File: src/rtl/dps_pkg.sv
// Shared constants for the dynamic priority scheduler.
// Field widths of the command and result ports, parameter defaults and command codes.
`timescale 1ns / 1ps

package dps_pkg;

  // Fixed port field widths
  localparam int IdW       = 8;
  localparam int PriInW    = 16;
  localparam int TimeInW   = 16;
  localparam int CountOutW = 5;

  // Parameter defaults
  localparam int DefMaxTasks     = 16;
  localparam int DefPriorityBits = 16;
  localparam int DefTimeBits     = 16;

  // Command codes carried on mode
  localparam logic MODE_ADD  = 1'b0;
  localparam logic MODE_TICK = 1'b1;

endpackage

File: src/rtl/dynamic_priority_scheduler_unit.sv
// Dynamic priority scheduler: ordered task list in a circular buffer memory,
// insertion walked one slot at a time by a small sequencer. Depends on dps_pkg.
`timescale 1ns / 1ps

// Channel   Ports                                        Transfer
// --------  -------------------------------------------  -------------------------
// command   mode_i task_id_i task_priority_i task_time_i  start high, busy low
// result    accepted_o running_* finished_* queued_count  done_o high for one cycle
//
// An add moves one entry back per insertion step until it finds its slot or reaches the head;
// a reinserting tick first fetches the running task and removes it from the head, then inserts it the same way.
// A retiring tick ends after the fetch, and a rejected command goes straight to the head read.
// The walk is paced by the single read port of the task memory: each insertion
// step reads one entry, compares priority and writes it one slot further on.
// Reset empties the list at once (count and head pointer); no clearing pass.
// The receiver cannot stall: each result is shown on done_o for one cycle.
module dynamic_priority_scheduler_unit
  import dps_pkg::*;
#(
  parameter int MAX_TASKS     = DefMaxTasks,
  parameter int PRIORITY_BITS = DefPriorityBits,
  parameter int TIME_BITS     = DefTimeBits
) (
  input  logic                        clk_i,
  input  logic                        rst_ni,
  input  logic                        start,
  output logic                        busy,
  input  logic                        mode_i,
  input  logic [IdW-1:0]              task_id_i,
  input  logic signed [PriInW-1:0]    task_priority_i,
  input  logic [TimeInW-1:0]          task_time_i,
  output logic                        done_o,
  output logic                        accepted_o,
  output logic                        running_valid_o,
  output logic [IdW-1:0]              running_id_o,
  output logic signed [PriInW-1:0]    running_priority_o,
  output logic [TimeInW-1:0]          running_time_o,
  output logic                        finished_valid_o,
  output logic [IdW-1:0]              finished_id_o,
  output logic [CountOutW-1:0]        queued_count_o
);

  // Sizes derived from parameters
  localparam int AW    = (MAX_TASKS > 2) ? $clog2(MAX_TASKS) : 1;
  localparam int DEPTH = 1 << AW;
  localparam int CW    = $clog2(MAX_TASKS + 1);
  localparam int WW    = 34;

  localparam logic [CW-1:0] MAX_CNT = CW'(MAX_TASKS);
  localparam logic signed [WW-1:0] PMAX_W =
    WW'((64'sd1 <<< (PRIORITY_BITS - 1)) - 64'sd1);
  localparam logic signed [WW-1:0] PMIN_W = ~PMAX_W;
  localparam logic [WW-1:0] TMAX_W = WW'((64'd1 << TIME_BITS) - 64'd1);
  localparam logic [PRIORITY_BITS-1:0] PRI_MIN_P = {1'b1, {(PRIORITY_BITS-1){1'b0}}};
  localparam logic [TIME_BITS-1:0] TIME_ONE = TIME_BITS'(1);

  // Sequencer states
  localparam logic [2:0] S_IDLE = 3'd0;
  localparam logic [2:0] S_TRD  = 3'd1;
  localparam logic [2:0] S_TCK  = 3'd2;
  localparam logic [2:0] S_INS  = 3'd3;
  localparam logic [2:0] S_INSW = 3'd4;
  localparam logic [2:0] S_HEAD = 3'd5;
  localparam logic [2:0] S_OUT  = 3'd6;

  typedef struct packed {
    logic [IdW-1:0]           id;
    logic [PRIORITY_BITS-1:0] pri;
    logic [TIME_BITS-1:0]     tm;
  } entry_t;

  // Task memory, circular buffer
  entry_t mem_q [DEPTH];
  entry_t rd_q;
  logic   we;
  logic   re;
  logic [AW-1:0] wa;
  logic [AW-1:0] ra;
  entry_t wd;

  logic [2:0]               state_q, state_d;
  logic [AW-1:0]            head_q, head_d;
  logic [CW-1:0]            count_q, count_d;
  logic [CW-1:0]            k_q, k_d;
  entry_t                   new_q, new_d;
  logic                     acc_q, acc_d;
  logic                     fin_q, fin_d;
  logic [IdW-1:0]           fin_id_q, fin_id_d;

  // Input saturation into the stored widths
  logic signed [WW-1:0] pri_ext;
  logic signed [WW-1:0] pri_sat;
  logic [WW-1:0]        tm_ext;
  logic [WW-1:0]        tm_sat;
  entry_t               in_entry;

  assign pri_ext = WW'(task_priority_i);
  assign tm_ext  = WW'(task_time_i);

  always_comb begin
    priority if (pri_ext > PMAX_W) begin
      pri_sat = PMAX_W;
    end else if (pri_ext < PMIN_W) begin
      pri_sat = PMIN_W;
    end else begin
      pri_sat = pri_ext;
    end
    tm_sat      = (tm_ext > TMAX_W) ? TMAX_W : tm_ext;
    in_entry.id  = task_id_i;
    in_entry.pri = pri_sat[PRIORITY_BITS-1:0];
    in_entry.tm  = tm_sat[TIME_BITS-1:0];
  end

  // Slot addresses relative to the head
  logic [AW-1:0] k_addr;
  logic [AW-1:0] km1_addr;
  logic [CW-1:0] k_m1;

  assign k_m1     = k_q - CW'(1);
  assign k_addr   = head_q + k_q[AW-1:0];
  assign km1_addr = head_q + k_m1[AW-1:0];

  // Sequencer
  always_comb begin
    state_d  = state_q;
    head_d   = head_q;
    count_d  = count_q;
    k_d      = k_q;
    new_d    = new_q;
    acc_d    = acc_q;
    fin_d    = fin_q;
    fin_id_d = fin_id_q;
    we       = 1'b0;
    re       = 1'b0;
    wa       = k_addr;
    ra       = head_q;
    wd       = new_q;

    unique case (state_q)
      S_IDLE: begin
        if (start) begin
          new_d    = in_entry;
          acc_d    = 1'b0;
          fin_d    = 1'b0;
          fin_id_d = '0;
          if (mode_i == MODE_ADD) begin
            if (count_q < MAX_CNT && task_time_i != '0) begin
              acc_d   = 1'b1;
              k_d     = count_q;
              state_d = S_INS;
            end else begin
              state_d = S_HEAD;
            end
          end else begin
            if (count_q != '0) begin
              acc_d   = 1'b1;
              state_d = S_TRD;
            end else begin
              state_d = S_HEAD;
            end
          end
        end
      end

      // fetch the running task
      S_TRD: begin
        re      = 1'b1;
        ra      = head_q;
        state_d = S_TCK;
      end

      // retire it, or lower it and reinsert
      S_TCK: begin
        head_d  = head_q + AW'(1);
        count_d = count_q - CW'(1);
        if (rd_q.tm <= TIME_ONE) begin
          fin_d    = 1'b1;
          fin_id_d = rd_q.id;
          state_d  = S_HEAD;
        end else begin
          new_d.id  = rd_q.id;
          new_d.pri = (rd_q.pri != PRI_MIN_P) ? rd_q.pri - PRIORITY_BITS'(1) : rd_q.pri;
          new_d.tm  = rd_q.tm - TIME_ONE;
          k_d       = count_q - CW'(1);
          state_d   = S_INS;
        end
      end

      // walk from the tail: place at front, or read the entry before slot k
      S_INS: begin
        if (k_q == '0) begin
          we      = 1'b1;
          wa      = head_q;
          wd      = new_q;
          count_d = count_q + CW'(1);
          state_d = S_HEAD;
        end else begin
          re      = 1'b1;
          ra      = km1_addr;
          state_d = S_INSW;
        end
      end

      // stop behind an entry of equal or higher priority, else move it back
      S_INSW: begin
        we = 1'b1;
        wa = k_addr;
        if ($signed(rd_q.pri) >= $signed(new_q.pri)) begin
          wd      = new_q;
          count_d = count_q + CW'(1);
          state_d = S_HEAD;
        end else begin
          wd      = rd_q;
          k_d     = k_m1;
          state_d = S_INS;
        end
      end

      S_HEAD: begin
        re      = 1'b1;
        ra      = head_q;
        state_d = S_OUT;
      end

      S_OUT: begin
        state_d = S_IDLE;
      end

      default: begin
        state_d = S_IDLE;
      end
    endcase
  end

  // Control registers
  always_ff @(posedge clk_i or negedge rst_ni) begin
    if (!rst_ni) begin
      state_q <= S_IDLE;
      head_q  <= '0;
      count_q <= '0;
      k_q     <= '0;
      acc_q   <= 1'b0;
      fin_q   <= 1'b0;
    end else begin
      state_q <= state_d;
      head_q  <= head_d;
      count_q <= count_d;
      k_q     <= k_d;
      acc_q   <= acc_d;
      fin_q   <= fin_d;
    end
  end

  // Payload registers
  always_ff @(posedge clk_i) begin
    new_q    <= new_d;
    fin_id_q <= fin_id_d;
  end

  // Memory write port
  always_ff @(posedge clk_i) begin
    if (we) begin
      mem_q[wa] <= wd;
    end
  end

  // Memory read port, registered
  always_ff @(posedge clk_i) begin
    if (re) begin
      rd_q <= mem_q[ra];
    end
  end

  // Result fields, sized to the port widths
  logic signed [WW-1:0] head_pri_w;
  logic [WW-1:0]        head_tm_w;
  logic [WW-1:0]        count_w;
  logic                 any_task;

  assign any_task   = count_q != '0;
  assign head_pri_w = WW'($signed(rd_q.pri));
  assign head_tm_w  = WW'(rd_q.tm);
  assign count_w    = WW'(count_q);

  assign busy               = state_q != S_IDLE;
  assign done_o             = state_q == S_OUT;
  assign accepted_o         = acc_q;
  assign running_valid_o    = any_task;
  assign running_id_o       = any_task ? rd_q.id : '0;
  assign running_priority_o = any_task ? head_pri_w[PriInW-1:0] : '0;
  assign running_time_o     = any_task ? head_tm_w[TimeInW-1:0] : '0;
  assign finished_valid_o   = fin_q;
  assign finished_id_o      = fin_q ? fin_id_q : '0;
  assign queued_count_o     = count_w[CountOutW-1:0];

endmodule

File: config.mk
export PLATFORM = sky130hd
export DESIGN_NAME = dynamic_priority_scheduler_unit
export DESIGN_NICKNAME = d
export VERILOG_FILES = /design/src/rtl/dps_pkg.sv /design/src/rtl/dynamic_priority_scheduler_unit.sv
export SDC_FILE = /design/constraint.sdc
export NUM_CORES = 1
export LEC_CHECK = 0
export ABC_AREA = 1
export BUFFER_PORTS_ARGS = -buffer_cell sky130_fd_sc_hd__buf_4
export CORE_MARGIN = 2
export CORE_UTILIZATION = 56
export DETAILED_ROUTE_END_ITERATION = 6
export PLACE_DENSITY = 0.81
export SLEW_MARGIN = 10
export SYNTH_ARGS = -nofsm -noshare
export SYNTH_HDL_FRONTEND = slang
export SYNTH_SLANG_ARGS = --single-unit
File: constraint.sdc
create_clock -name clk_i -period 3.6 [get_ports clk_i]
set_input_delay 0.36 -clock clk_i [delete_from_list [all_inputs] [get_ports clk_i]]
set_output_delay 0.36 -clock clk_i [all_outputs]
set_load 0.01 [all_outputs]
==> results.py <==
metrics = {
    "final_layout": {
        "fillers": 4092,
        "area_delta_synth_final_pct": 14.6,
        "final_common_cell": "nand2_1",
        "nets": 3142,
        "final_cell_mix": "nand2_1, edfxtp_1, inv_1",
        "fin_area_um2": 37400,
        "drive_above_1_share_pct": 10.8,
        "diodes": 0,
    },
    "clocking": {
        "clk_latency_ns": 0.64,
        "tritoncts": "yes",
        "clock_path_buffers": 3,
        "clock_sinks": 747,
        "htree_levels": 3,
        "postCtsSetupBuffers": 0,
        "cts_buffers": 76,
        "clockRootBuffer": "clkbuf_16",
        "clk_pin_slew_ns": 0.06,
    },
    "drt": {
        "drt_iter0_drc": 2782,
        "drc_errors": 0,
        "drt_wl_total_um": 85100,
        "drt-pass1-iter-count": 6,
        "wl_met3_um": 8920,
        "wl_per_cell_um": 21.9,
        "wl_met1_um": 32500,
        "vias": 22914,
        "wl_met2_um": 40600,
        "top_layer_used": "met4",
        "ant_nets": 0,
        "vias_per_cell": 5.90,
    },
    "floorplanning": {
        "rows": 88,
        "core_area_um2": 57700,
        "design.die.area_um2": 60300,
        "initial_core_util_pct": 56.6,
        "fp.dieW_um": 245,
        "die_y_um": 245,
        "io_pins": 102,
    },
    "yosys": {
        "synth_area_leaders": "edfxtp_1, nand2_1, o211ai_1, nand3_1, inv_1",
        "synth_area_leader_cell": "edfxtp_1",
        "ys_warn_count": 0,
        "syn-cell-area_um2": 32700,
        "yosysSeqAreaShare_pct": 68.4,
        "synth_cells": 2931,
        "synth_top_area_share_pct": 67.0,
        "yosysUniqueCellTypes": 35,
        "syn_area_per_cell_um2": 11.1,
        "syn-num-nets": 3007,
        "ys_seq_elements": 747,
    },
    "place": {
        "placedInstanceArea_um2": 34900,
        "portBuffers": 101,
        "place_worst_setup_slack_ns": 0.529,
        "hpwl_um": 49300,
        "place_congestion": 0.929,
    },
    "pwr": {
        "power_density_nw_per_um2": 1000,
        "total_power_w": 0.0374,
        "intPower_w": 0.0218,
        "p_switching_w": 0.0157,
        "p_clk_share_pct": 20.3,
        "pwr-share-comb_pct": 44.4,
        "vdd_drop_max_mv": 1.18,
        "pwr-share-seq_pct": 35.3,
        "p_leak_nw": 14.7,
        "swShare_pct": 41.8,
    },
    "timing": {
        "max_freq_mhz": 314,
        "rsz0062_at_grt": "no",
        "setup_viol": 0,
        "fin_crit_sh_pct": 88.4,
        "relSlewSlack_pct": 13.0,
        "finalHoldViolCount": 0,
        "finalClockSkew_ns": 0.0327,
        "tightestPinTransition_ns": 1.30,
        "layout_min_cycle_time_ns": 3.18,
        "worst_slack_ns": 0.416,
        "maxSlewViolCount": 0,
    },
    "global_route": {
        "grt_pass1_vias": 22489,
        "grt_max_degree": 161,
        "track_usage_pct": 28.4,
        "grt-ovfl-total": 0,
        "antenna_found_initial": 0,
        "grt_pass1_wl_um": 129000,
    },
    "worst_hold_path": {
        "hp-class": "in2reg",
    },
    "setup_path": {
        "cp_num_buf_inv": 3,
        "slowest_stage": "buf_12",
        "cp_max_fo": 160,
        "cp-start-kind": "flop",
        "crit_family": "buffers and inverters",
        "max_stage_delay_ns": 0.55,
        "arrival_ns": 3.68,
        "cp_cell_sequence": "inv_1, ha_1, inv_1, fa_1, o21ai_4, buf_12, o211ai_1, nand3_1, nand3_1, nand2_1",
        "worstSetupEndpointType": "flop",
        "crit_type": "reg2reg",
        "critPathRequiredTime_ns": 4.09,
    },
    "outcome": {
        "status": "finished, final reports clean",
    },
    "job": {
        "maxCapViolations": 0,
    },
}
==> per-stage QoR <==
stage | instances | util (%) | hold slack (ns) | setup TNS [ns]
detailed placement | 3745 | 60.6 | 0.273 | 0
global placement | 3745 | 60.6 | 0.270 | 0
CTS | 3884 | 64.8 | 0.000647 | 0
global route | 3884 | 64.8 | 0.0264 | 0
finish | 3884 | 64.8 | 0.0198 | 0
floorplan | 2931 | - | 0.0644 | -90.51
==> final timing paths <==
check | start | end | slack, ns | cells after the start
min | task_time_i[1] | new_q[1] | 0.02 | 3
min in group asynchronous | rst_ni | queued_count_o[3] | 0.18 | 2
min reg2reg | k_q[4] | k_q[4] | 0.48 | 2
max in group asynchronous | rst_ni | head_q[2] | 3.18 | 2
max reg2reg | k_q[0] | head_tm_w[14] | 0.42 | 10
max | k_q[0] | head_tm_w[14] | 0.42 | 10
==> state kept, by name, indices dropped and copies added (netlist names) <==
signal            count
fin_id_q              8
rd_q                  8
queued_count_o        5
new_q                40
finished_valid_o      1
head_tm_w            16
head_pri_w           16
accepted_o            1
head_q                4
mem_q               640
state_q               3
k_q                   5
==> cell usage after synthesis <==
library cell	n
mux2i_1	2
inv_2	4
o21ai_0	83
a2bb2oi_1	1
xnor2_1	4
fa_1	2
o221ai_1	4
edfxtp_1	728
nand2_4	1
nand3b_1	2
o22a_1	1
buf_1	12
a2111o_1	1
o31ai_1	4
o21ai_4	1
ha_1	30
inv_1	360
a21oi_1	20
nand4_1	13
or2_2	3
o21ai_2	1
nand3_1	273
nand2_1	810
xor2_1	32
nor3_1	7
buf_4	1
nor2_1	123
a21o_1	1
clkbuf_1	80
nor4_1	4
o211ai_1	241
buf_6	2
dfrtp_1	19
buf_2	60
nor3_4	1
==> logic make-up (layout without fill, tap and decap cells) <==
logic type	Yosys count	after routing	synth area share (%)
XOR/XNOR	36	36	0.966
adder cells (fa/ha/maj)	32	32	1.27
buffers and inverters	519	707	6.25
multiplexers	2	2	0.0613
AND/OR/NAND/NOR	1237	1237	15.5
AO/OA/AOI/OAI	358	358	7.51
flip-flops	747	747	68.4
==> tightest hold or removal path: cells and delay by family <==
family | cells | cell delay (ns)
buffers and inverters | 1 | 0.08
AND/OR/NAND/NOR | 1 | 0.04
AO/OA/AOI/OAI | 1 | 0.06
==> power by group through the flow <==
stage	logic (W)	clock network, W	registers [W]
floorplan	0.0103	0	0.0132
global placement	0.0156	0	0.0133
detailed placement	0.0162	0	0.0133
CTS	0.0164	0.00765	0.0132
global route	0.0181	0.00800	0.0133
finish	0.0166	0.00761	0.0132
==> routing by layer <==
metal  track usage [%]  up-vias
li1                  -    10363
met1              37.8    10947
met2              46.5     1378
met3              4.57      226
met4              12.3        0
met5                 0        -
==> layout make-up <==
cell class | count | area [um^2] | area share, %
multi-input combinational | 1665 | 8470 | 22.6
sequential | 747 | 22300 | 59.7
clock inverter | 44 | 444 | 1.19
tap | 765 | 957 | 2.56
inverter | 364 | 1370 | 3.66
clock buffer | 87 | 1940 | 5.19
timing repair buffer | 212 | 1900 | 5.08
==> what timing repair did <==
item | CTS | global route
hold buffers | 8 | 0
hold endpoints to repair | 26 | 0
gates resized for setup | 0 | 0
Power figures use the tool's default switching activity.
